### src/hw/rtl/frt_pkg.sv
package frt_pkg;

	localparam int SESSIONS      = 8;
	localparam int MAX_FRAGMENTS = 16;
	localparam int SLOT_W        = (SESSIONS > 1) ? $clog2(SESSIONS) : 1;
	localparam int FIDX_W        = (MAX_FRAGMENTS > 1) ? $clog2(MAX_FRAGMENTS) : 1;
	localparam int CNT_W         = $clog2(MAX_FRAGMENTS + 1);
	localparam int PIECE_DEPTH   = SESSIONS * MAX_FRAGMENTS;
	localparam int PIECE_AW      = SLOT_W + FIDX_W;
	localparam logic [7:0] DEFAULT_BUDGET = 8'd10;

	// operation codes
	localparam logic [1:0] OP_ALLOC  = 2'd0;
	localparam logic [1:0] OP_RECORD = 2'd1;
	localparam logic [1:0] OP_ACK    = 2'd2;

	// result kinds
	localparam logic [2:0] K_ALLOCATED = 3'd0;
	localparam logic [2:0] K_UNKNOWN   = 3'd1;
	localparam logic [2:0] K_STORED    = 3'd2;
	localparam logic [2:0] K_DELIVER   = 3'd3;
	localparam logic [2:0] K_RESEND    = 3'd4;
	localparam logic [2:0] K_DROPPED   = 3'd5;
	localparam logic [2:0] K_REJECTED  = 3'd6;

	typedef struct packed {
		logic [4:0]               expected;
		logic [15:0]              total;
		logic [MAX_FRAGMENTS-1:0] present;
		logic [7:0]               retries;
	} slot_rec_t;

	// key table update
	typedef struct packed {
		logic              set;
		logic              clr;
		logic              arm;
		logic [SLOT_W-1:0] slot;
		logic [31:0]       addr;
		logic [31:0]       msg;
	} key_cmd_t;

	// key table lookup answer
	typedef struct packed {
		logic              hit;
		logic [SLOT_W-1:0] hit_slot;
		logic              free_ok;
		logic [SLOT_W-1:0] free_slot;
	} lookup_t;

	function automatic logic [MAX_FRAGMENTS-1:0] low_mask(input logic [4:0] n);
		logic [MAX_FRAGMENTS:0] m;
		m = (MAX_FRAGMENTS+1)'(1) << n;
		return MAX_FRAGMENTS'(m - (MAX_FRAGMENTS+1)'(1));
	endfunction

endpackage

### src/hw/rtl/frt_if.sv
interface frt_in_if;
	logic        valid;
	logic        ready;
	logic [1:0]  operation;
	logic [31:0] source_ip;
	logic [31:0] remote_id;
	logic [4:0]  fragment_total;
	logic [15:0] message_length;
	logic [3:0]  fragment_index;
	logic [15:0] fragment_length;

	modport source (output valid, operation, source_ip, remote_id, fragment_total,
		message_length, fragment_index, fragment_length, input ready);
	modport sink (input valid, operation, source_ip, remote_id, fragment_total,
		message_length, fragment_index, fragment_length, output ready);
endinterface

interface frt_out_if;
	logic        valid;
	logic        ready;
	logic [2:0]  kind;
	logic [2:0]  session_slot;
	logic [3:0]  frag_number;
	logic [15:0] length_value;
	logic [15:0] whole_length;
	logic        last;

	modport source (output valid, kind, session_slot, frag_number, length_value,
		whole_length, last, input ready);
	modport sink (input valid, kind, session_slot, frag_number, length_value,
		whole_length, last, output ready);
endinterface

### src/hw/rtl/frt_key_table.sv
module frt_key_table (
	input  logic                                clk,
	input  logic                                arst_n,
	input  logic [31:0]                         addr,
	input  logic [31:0]                         msg,
	input  frt_pkg::key_cmd_t                   cmd,
	output frt_pkg::lookup_t                    look,
	output logic [frt_pkg::SESSIONS-1:0]        armed
);

	logic [frt_pkg::SESSIONS-1:0] valid_q;
	logic [frt_pkg::SESSIONS-1:0] armed_q;
	logic [31:0]                  addr_q [frt_pkg::SESSIONS];
	logic [31:0]                  msg_q  [frt_pkg::SESSIONS];

	// update valid and armed flags
	always_ff @(posedge clk or negedge arst_n) begin
		if (!arst_n) begin
			valid_q <= '0;
			armed_q <= '0;
		end else begin
			if (cmd.set) begin
				valid_q[cmd.slot] <= 1'b1;
				armed_q[cmd.slot] <= 1'b0;
			end
			if (cmd.clr) begin
				valid_q[cmd.slot] <= 1'b0;
				armed_q[cmd.slot] <= 1'b0;
			end
			if (cmd.arm) begin
				armed_q[cmd.slot] <= 1'b1;
			end
		end
	end

	// store keys of a new session
	always_ff @(posedge clk) begin
		if (cmd.set) begin
			addr_q[cmd.slot] <= cmd.addr;
			msg_q[cmd.slot]  <= cmd.msg;
		end
	end

	// match all slots, lowest index wins
	always_comb begin
		look = '0;
		for (int s = frt_pkg::SESSIONS - 1; s >= 0; s--) begin
			if (valid_q[s] && addr_q[s] == addr && msg_q[s] == msg) begin
				look.hit      = 1'b1;
				look.hit_slot = frt_pkg::SLOT_W'(s);
			end
			if (!valid_q[s]) begin
				look.free_ok   = 1'b1;
				look.free_slot = frt_pkg::SLOT_W'(s);
			end
		end
	end

	assign armed = armed_q;

endmodule

### src/hw/rtl/frt_piece_ram.sv
module frt_piece_ram #(
	parameter int DEPTH = 128,
	parameter int WIDTH = 16
) (
	input  logic                     clk,
	input  logic                     we,
	input  logic [$clog2(DEPTH)-1:0] waddr,
	input  logic [WIDTH-1:0]         wdata,
	input  logic                     re,
	input  logic [$clog2(DEPTH)-1:0] raddr,
	output logic [WIDTH-1:0]         rdata
);

	logic [WIDTH-1:0] mem [DEPTH];

	always_ff @(posedge clk) begin
		if (we) begin
			mem[waddr] <= wdata;
		end
		if (re) begin
			rdata <= mem[raddr];
		end
	end

endmodule

### src/hw/rtl/fragment_reassembly_table.sv
// Fragment reassembly session table. Takes one transaction on req at a time and
// answers with one or more transactions on rsp, the final one marked by last.
// Allocate, record, unknown-session and reject items pass from acceptance to
// the next acceptance through latch, key match together with the slot memory
// read, then the result. An acknowledge of a complete session adds, per
// delivered fragment, a fragment length memory read, then output; a resend
// round steps through each fragment index up to the last missing index. A new
// transaction on req is taken once the previous one has issued its last
// result; the result register lets it wait on rsp without holding up req
// beyond that.
module fragment_reassembly_table (
	input  logic             clk,
	input  logic             arst_n,
	input  logic             budget_we,
	input  logic [7:0]       budget_wdata,
	frt_in_if.sink           req,
	frt_out_if.source        rsp
);

	localparam logic [2:0] ST_IDLE = 3'd0;
	localparam logic [2:0] ST_LOOK = 3'd1;
	localparam logic [2:0] ST_EXEC = 3'd2;
	localparam logic [2:0] ST_DRD  = 3'd3;
	localparam logic [2:0] ST_DOUT = 3'd4;
	localparam logic [2:0] ST_RSND = 3'd5;

	logic [2:0]  state_q, state_d;
	logic [7:0]  budget_q;

	logic [1:0]  op_q;
	logic [31:0] ip_q;
	logic [31:0] id_q;
	logic [4:0]  ftot_q;
	logic [15:0] mlen_q;
	logic [frt_pkg::FIDX_W-1:0] fidx_q;
	logic [15:0] flen_q;

	frt_pkg::lookup_t  look, look_q;
	frt_pkg::key_cmd_t kcmd;
	logic [frt_pkg::SESSIONS-1:0] armed;

	frt_pkg::slot_rec_t slot_mem [frt_pkg::SESSIONS];
	frt_pkg::slot_rec_t slot_rd_q;
	frt_pkg::slot_rec_t slot_wd;
	logic               slot_we;
	logic [frt_pkg::SLOT_W-1:0] slot_wa;

	logic [frt_pkg::FIDX_W-1:0] idx_q, idx_d;
	logic [7:0]  retries_q, retries_d;

	logic        p_we, p_re;
	logic [frt_pkg::PIECE_AW-1:0] p_waddr, p_raddr;
	logic [15:0] p_rdata;

	logic        emit, can_emit;
	logic [2:0]  e_kind;
	logic [2:0]  e_slot;
	logic [3:0]  e_frag;
	logic [15:0] e_len;
	logic [15:0] e_whole;
	logic        e_last;

	logic [frt_pkg::MAX_FRAGMENTS-1:0] need, missing, above;
	logic [frt_pkg::CNT_W-1:0]         idx_ext;
	logic [7:0]  cur_retries;

	frt_key_table u_keys (
		.clk    (clk),
		.arst_n (arst_n),
		.addr   (ip_q),
		.msg    (id_q),
		.cmd    (kcmd),
		.look   (look),
		.armed  (armed)
	);

	frt_piece_ram #(
		.DEPTH (frt_pkg::PIECE_DEPTH),
		.WIDTH (16)
	) u_piece (
		.clk   (clk),
		.we    (p_we),
		.waddr (p_waddr),
		.wdata (flen_q),
		.re    (p_re),
		.raddr (p_raddr),
		.rdata (p_rdata)
	);

	assign req.ready = (state_q == ST_IDLE);
	assign can_emit  = !rsp.valid || rsp.ready;

	// hold the budget register
	always_ff @(posedge clk or negedge arst_n) begin
		if (!arst_n) begin
			budget_q <= frt_pkg::DEFAULT_BUDGET;
		end else if (budget_we) begin
			budget_q <= budget_wdata;
		end
	end

	// latch the accepted transaction
	always_ff @(posedge clk) begin
		if (req.valid && req.ready) begin
			op_q   <= req.operation;
			ip_q   <= req.source_ip;
			id_q   <= req.remote_id;
			ftot_q <= req.fragment_total;
			mlen_q <= req.message_length;
			fidx_q <= req.fragment_index;
			flen_q <= req.fragment_length;
		end
		if (state_q == ST_LOOK) begin
			look_q <= look;
		end
		idx_q     <= idx_d;
		retries_q <= retries_d;
	end

	// slot memory: read at the matched slot, write back after modify
	always_ff @(posedge clk) begin
		if (slot_we) begin
			slot_mem[slot_wa] <= slot_wd;
		end
		if (state_q == ST_LOOK) begin
			slot_rd_q <= slot_mem[look.hit_slot];
		end
	end

	assign need        = frt_pkg::low_mask(slot_rd_q.expected);
	assign missing     = need & ~slot_rd_q.present;
	assign idx_ext     = frt_pkg::CNT_W'(idx_q);
	assign above       = missing >> (idx_ext + frt_pkg::CNT_W'(1));
	assign cur_retries = armed[look_q.hit_slot] ? slot_rd_q.retries : budget_q;
	assign p_waddr     = {look_q.hit_slot, fidx_q};
	assign p_raddr     = {look_q.hit_slot, idx_q};

	// sequence one transaction
	always_comb begin
		state_d   = state_q;
		idx_d     = idx_q;
		retries_d = retries_q;
		kcmd      = '0;
		kcmd.slot = look_q.hit_slot;
		kcmd.addr = ip_q;
		kcmd.msg  = id_q;
		slot_we   = 1'b0;
		slot_wa   = look_q.hit_slot;
		slot_wd   = slot_rd_q;
		p_we      = 1'b0;
		p_re      = 1'b0;
		emit      = 1'b0;
		e_kind    = frt_pkg::K_REJECTED;
		e_slot    = '0;
		e_frag    = '0;
		e_len     = '0;
		e_whole   = '0;
		e_last    = 1'b1;

		case (state_q)
			ST_IDLE: begin
				if (req.valid) begin
					state_d = ST_LOOK;
				end
			end
			ST_LOOK: begin
				state_d = ST_EXEC;
			end
			ST_EXEC: begin
				if (can_emit) begin
					state_d = ST_IDLE;
					emit    = 1'b1;
					case (op_q)
						frt_pkg::OP_ALLOC: begin
							if (look_q.hit) begin
								e_kind = frt_pkg::K_ALLOCATED;
								e_slot = 3'(look_q.hit_slot);
							end else if (ftot_q == 5'd0 ||
								ftot_q > 5'(frt_pkg::MAX_FRAGMENTS) || !look_q.free_ok) begin
								e_kind = frt_pkg::K_REJECTED;
							end else begin
								e_kind           = frt_pkg::K_ALLOCATED;
								e_slot           = 3'(look_q.free_slot);
								kcmd.set         = 1'b1;
								kcmd.slot        = look_q.free_slot;
								slot_we          = 1'b1;
								slot_wa          = look_q.free_slot;
								slot_wd.expected = ftot_q;
								slot_wd.total    = mlen_q;
								slot_wd.present  = '0;
							end
						end
						frt_pkg::OP_RECORD: begin
							if (!look_q.hit) begin
								e_kind = frt_pkg::K_UNKNOWN;
							end else if (5'(fidx_q) >= slot_rd_q.expected) begin
								e_kind = frt_pkg::K_REJECTED;
								e_slot = 3'(look_q.hit_slot);
								e_frag = 4'(fidx_q);
							end else begin
								e_kind  = frt_pkg::K_STORED;
								e_slot  = 3'(look_q.hit_slot);
								e_frag  = 4'(fidx_q);
								e_len   = flen_q;
								p_we    = 1'b1;
								slot_we = 1'b1;
								slot_wd.present[fidx_q] = 1'b1;
							end
						end
						frt_pkg::OP_ACK: begin
							if (!look_q.hit) begin
								e_kind = frt_pkg::K_UNKNOWN;
							end else if (missing == '0) begin
								emit    = 1'b0;
								idx_d   = '0;
								state_d = ST_DRD;
							end else if (cur_retries != 8'd0) begin
								emit      = 1'b0;
								idx_d     = '0;
								retries_d = cur_retries;
								state_d   = ST_RSND;
							end else begin
								e_kind   = frt_pkg::K_DROPPED;
								e_slot   = 3'(look_q.hit_slot);
								kcmd.clr = 1'b1;
							end
						end
						default: begin
							e_kind = frt_pkg::K_REJECTED;
						end
					endcase
				end
			end
			ST_DRD: begin
				p_re    = 1'b1;
				state_d = ST_DOUT;
			end
			ST_DOUT: begin
				if (can_emit) begin
					emit    = 1'b1;
					e_kind  = frt_pkg::K_DELIVER;
					e_slot  = 3'(look_q.hit_slot);
					e_frag  = 4'(idx_q);
					e_len   = p_rdata;
					e_whole = slot_rd_q.total;
					e_last  = (5'(idx_q) + 5'd1 == slot_rd_q.expected);
					if (e_last) begin
						kcmd.clr = 1'b1;
						state_d  = ST_IDLE;
					end else begin
						idx_d   = idx_q + 1'b1;
						state_d = ST_DRD;
					end
				end
			end
			ST_RSND: begin
				if (!missing[idx_q]) begin
					idx_d = idx_q + 1'b1;
				end else if (can_emit) begin
					emit   = 1'b1;
					e_kind = frt_pkg::K_RESEND;
					e_slot = 3'(look_q.hit_slot);
					e_frag = 4'(idx_q);
					e_last = (above == '0);
					if (e_last) begin
						kcmd.arm        = 1'b1;
						slot_we         = 1'b1;
						slot_wd.retries = retries_q - 8'd1;
						state_d         = ST_IDLE;
					end else begin
						idx_d = idx_q + 1'b1;
					end
				end
			end
			default: begin
				state_d = ST_IDLE;
			end
		endcase
	end

	// advance the state
	always_ff @(posedge clk or negedge arst_n) begin
		if (!arst_n) begin
			state_q <= ST_IDLE;
		end else begin
			state_q <= state_d;
		end
	end

	// hold the result until the transaction completes
	always_ff @(posedge clk or negedge arst_n) begin
		if (!arst_n) begin
			rsp.valid <= 1'b0;
		end else if (emit) begin
			rsp.valid <= 1'b1;
		end else if (rsp.ready) begin
			rsp.valid <= 1'b0;
		end
	end

	always_ff @(posedge clk) begin
		if (emit) begin
			rsp.kind         <= e_kind;
			rsp.session_slot <= e_slot;
			rsp.frag_number  <= e_frag;
			rsp.length_value <= e_len;
			rsp.whole_length <= e_whole;
			rsp.last         <= e_last;
		end
	end

endmodule

### src/flat_wrapper.sv
// flat-port wrapper written by rule: the top's interface ports become plain ports
module fragment_reassembly_table_flat 
  (clk, arst_n, budget_we, budget_wdata, req_valid, req_operation, req_source_ip, req_remote_id, req_fragment_total, req_message_length, req_fragment_index, req_fragment_length, req_ready, rsp_valid, rsp_kind, rsp_session_slot, rsp_frag_number, rsp_length_value, rsp_whole_length, rsp_last, rsp_ready);
  frt_in_if req_i ();
  frt_out_if rsp_i ();
  input  logic clk;
  input  logic arst_n;
  input  logic budget_we;
  input  logic [7:0] budget_wdata;
  input wire logic [$bits(req_i.valid)-1:0] req_valid;
  input wire logic [$bits(req_i.operation)-1:0] req_operation;
  input wire logic [$bits(req_i.source_ip)-1:0] req_source_ip;
  input wire logic [$bits(req_i.remote_id)-1:0] req_remote_id;
  input wire logic [$bits(req_i.fragment_total)-1:0] req_fragment_total;
  input wire logic [$bits(req_i.message_length)-1:0] req_message_length;
  input wire logic [$bits(req_i.fragment_index)-1:0] req_fragment_index;
  input wire logic [$bits(req_i.fragment_length)-1:0] req_fragment_length;
  output wire logic [$bits(req_i.ready)-1:0] req_ready;
  output wire logic [$bits(rsp_i.valid)-1:0] rsp_valid;
  output wire logic [$bits(rsp_i.kind)-1:0] rsp_kind;
  output wire logic [$bits(rsp_i.session_slot)-1:0] rsp_session_slot;
  output wire logic [$bits(rsp_i.frag_number)-1:0] rsp_frag_number;
  output wire logic [$bits(rsp_i.length_value)-1:0] rsp_length_value;
  output wire logic [$bits(rsp_i.whole_length)-1:0] rsp_whole_length;
  output wire logic [$bits(rsp_i.last)-1:0] rsp_last;
  input wire logic [$bits(rsp_i.ready)-1:0] rsp_ready;
  assign req_i.valid = req_valid;
  assign req_i.operation = req_operation;
  assign req_i.source_ip = req_source_ip;
  assign req_i.remote_id = req_remote_id;
  assign req_i.fragment_total = req_fragment_total;
  assign req_i.message_length = req_message_length;
  assign req_i.fragment_index = req_fragment_index;
  assign req_i.fragment_length = req_fragment_length;
  assign req_ready = req_i.ready;
  assign rsp_valid = rsp_i.valid;
  assign rsp_kind = rsp_i.kind;
  assign rsp_session_slot = rsp_i.session_slot;
  assign rsp_frag_number = rsp_i.frag_number;
  assign rsp_length_value = rsp_i.length_value;
  assign rsp_whole_length = rsp_i.whole_length;
  assign rsp_last = rsp_i.last;
  assign rsp_i.ready = rsp_ready;
  fragment_reassembly_table u_core (.clk(clk), .arst_n(arst_n), .budget_we(budget_we), .budget_wdata(budget_wdata), .req(req_i), .rsp(rsp_i));
endmodule
### config.mk
export PLATFORM = sky130hd
export DESIGN_NAME = fragment_reassembly_table_flat
export DESIGN_NICKNAME = d
export VERILOG_FILES = /design/src/hw/rtl/frt_pkg.sv /design/src/hw/rtl/frt_if.sv /design/src/hw/rtl/frt_key_table.sv /design/src/hw/rtl/frt_piece_ram.sv /design/src/hw/rtl/fragment_reassembly_table.sv /design/src/flat_wrapper.sv
export SDC_FILE = /design/constraint.sdc
export NUM_CORES = 2
export LEC_CHECK = 0
export ABC_AREA = 1
export BUFFER_PORTS_ARGS = -buffer_cell sky130_fd_sc_hd__buf_4
export CAP_MARGIN = 20
export CORE_ASPECT_RATIO = 0.9
export CORE_MARGIN = 1.5
export CORE_UTILIZATION = 53
export CTS_CLUSTER_SIZE = 12
export DETAILED_ROUTE_END_ITERATION = 10
export PLACE_DENSITY = 0.69
export RECOVER_POWER = 50
export SYNTH_ARGS = -nofsm -noshare
export SYNTH_HDL_FRONTEND = slang
export SYNTH_SLANG_ARGS = --single-unit
### constraint.sdc
create_clock -name clk -period 17.5 [get_ports clk]
set_input_delay 0.875 -clock clk [delete_from_list [all_inputs] [get_ports clk]]
set_output_delay 0.875 -clock clk [all_outputs]
set_load 0.05 [all_outputs]
==> results.md <==
- Clock Tree Root: clkbuf_16
- Crit end category: flip-flop
- Failing checks: max-capacitance violations, max-slew violations
- Ys Warns: 0
- Routed len/inst: 33.4 um
- Post-Route WL: 502 mm
- Layout cells sized above 1: 0.0823
- Hold Path Class: primary input to flip-flop
- Via count: 96300
- Vias in the first global route: 90300
- DIE WIDTH: 534 um
- Drt drc: 0
- Tcrit/Tclk final: 0.425
- First-pass iteration count of the detailed router: 8
- Critical path fanouts, max: 82
- Worst Max-Slew Pin Slew: 7.03 ns
- Port bufs: 164
- Initial antenna violation count: 26
- # placed instances: 14500
- Post-CTS Hold Buffers: 1
- Post-synth EDFFs: 3151
- Register area share after synthesis: 0.709
- Vias per cell: 6.40
- Met2 routed WL: 228 mm
- Synth Cell Area: 134000 um2
- Max-cap viol count: 75
- Worst Skew: 0.0742 ns
- Critical Path Start Type: flip-flop
- Longest Clk Path Bufs: 4
- Synth area leader: edfxtp_1
- Die H: 481 um
- Predominant post-synthesis flop cell: edfxtp_1
- Starting Density: 0.532
- Grt total ovfl: 0
- Pwr/cell area: 152 nW/um2
- Post-CTS Setup Inserts: 0
- Clock share of power: 0.297
- Final Power: 22700 uW
- Post-Synthesis Mean Instance Area: 12.0 um2
- Peak supply drop: 0.000180 V
- Final Util: 0.593
- Most instantiated library cell after synthesis: edfxtp_1
- Max Fclk: 0.135 GHz
- Cts repair resizes: 0
- Worst-path clk slew: 0.06 ns
- Setup TNS: 0 ns
- Total nets after synthesis: 11300
- Max-slew violations: 2997
- Rows: 175
- Die Area: 257000 um2
- WL met3: 51.7 mm
- Sequential Power Share: 0.412
- Post-synth ARST share: 0.00881
- Clk sinks: 3179
- Most frequent cells after synthesis: 3151 x edfxtp_1, 2157 x nand2_1, 1035 x a21oi_1
- Post-route insts no fill: 15000
- Max H-tree Level: 5
- Combinational power share: 0.291
- Nets: 11600
- Final setup fails: 0
- Pleak: 0.0528 uW
- TritonCTS Buffers: 336
- Synth cell types: 63
- Total internal power: 14300 uW
- Layout area overhead: 11.4%
- Largest net degree at the start of global routing: 182
- DPL Wire Length: 325 mm
- Highest metal used: met5
- Share of the synthesized area in the top cell type: 0.704
- Gate Count Post-Synth: 11200
- Net Sw Power: 8370 uW
- Worst-skew pair later-pin latency: 0.90 ns
- First-pass GRT wire length: 696 mm
- Core area: 252000 um2
- DRT iter0 DRCs: 14500
- Routed Antenna Nets: 0
- Synth Register Bits: 3179
- Worst relative slew slack: -3.69
- Status: finished, violations left
- Top area cells in the synthesized netlist: edfxtp_1 70%, nand2_1 6.0%, a21oi_1 3.9%
- Final GP Congestion: 1.03
- Met1 wire length: 188 mm
- RSZ-0062 raised after global routing: no
- Final hold vios: 0
- Switch share: 0.369
- Total track usage: 0.384
- I/O pin count: 165
- Worst EP arrival: 8.05 ns
- Type of the worst setup path: flip-flop to flip-flop
- Period minus WS final: 7.43 ns
- CTS tree: built
- Worst path required time: 18.12 ns
- Hold WS: 0.167 ns
[worst paths after layout]
check,start,end,slack [ns],depth (start not counted)
max reg2reg,u_core.ip_q[6]$_DFFE_PP_,u_core.slot_rd_q[15]$_DFFE_PP_,10.07,18
max in group asynchronous,arst_n,u_core.state_q[2]$_DFFE_PN0P_,15.32,2
min,req_message_length[5],u_core.mlen_q[5]$_DFFE_PP_,0.17,1
min reg2reg,u_core.ip_q[14]$_DFFE_PP_,u_core.u_keys.addr_q[0][14]$_DFFE_PP_,0.54,0
max,u_core.ip_q[6]$_DFFE_PP_,u_core.slot_rd_q[15]$_DFFE_PP_,10.07,18
min in group asynchronous,arst_n,u_core.budget_q[7]$_DFFE_PN0P_,1.04,2
[cells in the final DEF (no fill, tap or decap), types with 26 or more instances in the layout]
| cell type | instances |
|---|---|
| o21ai_0 | 400 |
| nand3_1 | 589 |
| o221ai_1 | 482 |
| nand2_1 | 2155 |
| nor3_1 | 153 |
| clkinv_1 | 47 |
| nor2_1 | 791 |
| nand3b_1 | 174 |
| nor4_1 | 82 |
| xnor2_1 | 73 |
| inv_1 | 800 |
| clkbuf_4 | 85 |
| clkbuf_1 | 242 |
| clkbuf_16 | 338 |
| nand4_1 | 223 |
| a21oi_1 | 1027 |
| edfxtp_1 | 3151 |
| buf_4 | 250 |
| xor2_1 | 86 |
| a211oi_1 | 32 |
| inv_2 | 56 |
| dfrtp_1 | 26 |
| or2_2 | 90 |
[registers in the layout, indices dropped and copies added, names as in the netlist, 4 cells and up]
signal                   cells
u_core.u_piece.mem        2048
u_core.slot_mem            360
u_core.u_keys.addr_q       256
u_core.u_keys.msg_q        256
u_core.slot_rd_q            45
u_core.id_q                 32
u_core.ip_q                 32
u_core.flen_q               16
u_core.mlen_q               16
u_core.rsp.length_value     16
u_core.rsp.whole_length     16
u_core.u_piece.rdata        16
u_core.budget_q              8
u_core.look_q                8
u_core.retries_q             8
u_core.u_keys.armed          8
u_core.u_keys.valid_q        8
u_core.ftot_q                5
u_core.fidx_q                4
u_core.idx_q                 4
u_core.rsp.frag_number       4
[stage by stage]
step                      setup slack [ns]  instance area [um2]
after floorplan                      10.67               134000
after global placement               11.63               140000
after detailed placement             11.56               140000
after CTS                            11.54               150000
after global routing                  10.0               150000
final                                10.07               150000
[final cells by class]
| cell class | instances | area, um2 |
|---|---|---|
| sequential | 3179 | 95300 |
| timing repair buffer | 516 | 3310 |
| antenna | 7 | 17.5 |
| clock buffer | 406 | 8710 |
| fill | 19900 | 103000 |
| tap | 3363 | 4210 |
| clock inverter | 107 | 1270 |
| inverter | 865 | 3260 |
| multi-input combinational | 6598 | 33600 |
[kinds of logic after synthesis]
logic type               count (synthesis)  synth area share
multiplexers                             4          0.000335
buffers and inverters                 1444            0.0430
XOR/XNOR                               160            0.0104
AO/OA/AOI/OAI                         2072            0.0936
flip-flops                            3179             0.709
AND/OR/NAND/NOR                       4355             0.143
adder cells (fa/ha/maj)                  7          0.000652
[power groups by stage]
| stage | Combinational [uW] | Clock [uW] | Sequential [uW] |
|---|---|---|---|
| after floorplan | 3370 | 0 | 9650 |
| after global placement | 6430 | 0 | 9410 |
| after detailed placement | 6490 | 0 | 9410 |
| after CTS | 6530 | 6780 | 9250 |
| after global routing | 6890 | 7060 | 9360 |
| final | 6620 | 6740 | 9350 |
[worst max-delay path: stages (launching register included)]
cell	delay, ns
edfxtp_1	0.32
clkbuf_1	1.76
inv_2	0.86
or2_2	0.59
nand4_1	0.16
nor4_1	0.07
nand2_1	0.16
nor2_1	0.08
nand3_4	0.06
buf_4	0.68
nand2_1	0.21
a21oi_4	0.16
buf_4	0.84
inv_2	0.05
buf_4	0.48
nand3_1	0.22
nand2_1	0.07
nand2_1	0.07
nand2_1	0.07
[per-layer routing]
layer  track usage  vias up
met5             0        -
met2         0.597     6506
met3        0.0632     1044
met1         0.520    47500
li1              -    41200
met4         0.216       14
(Power assumes the default switching activity.)
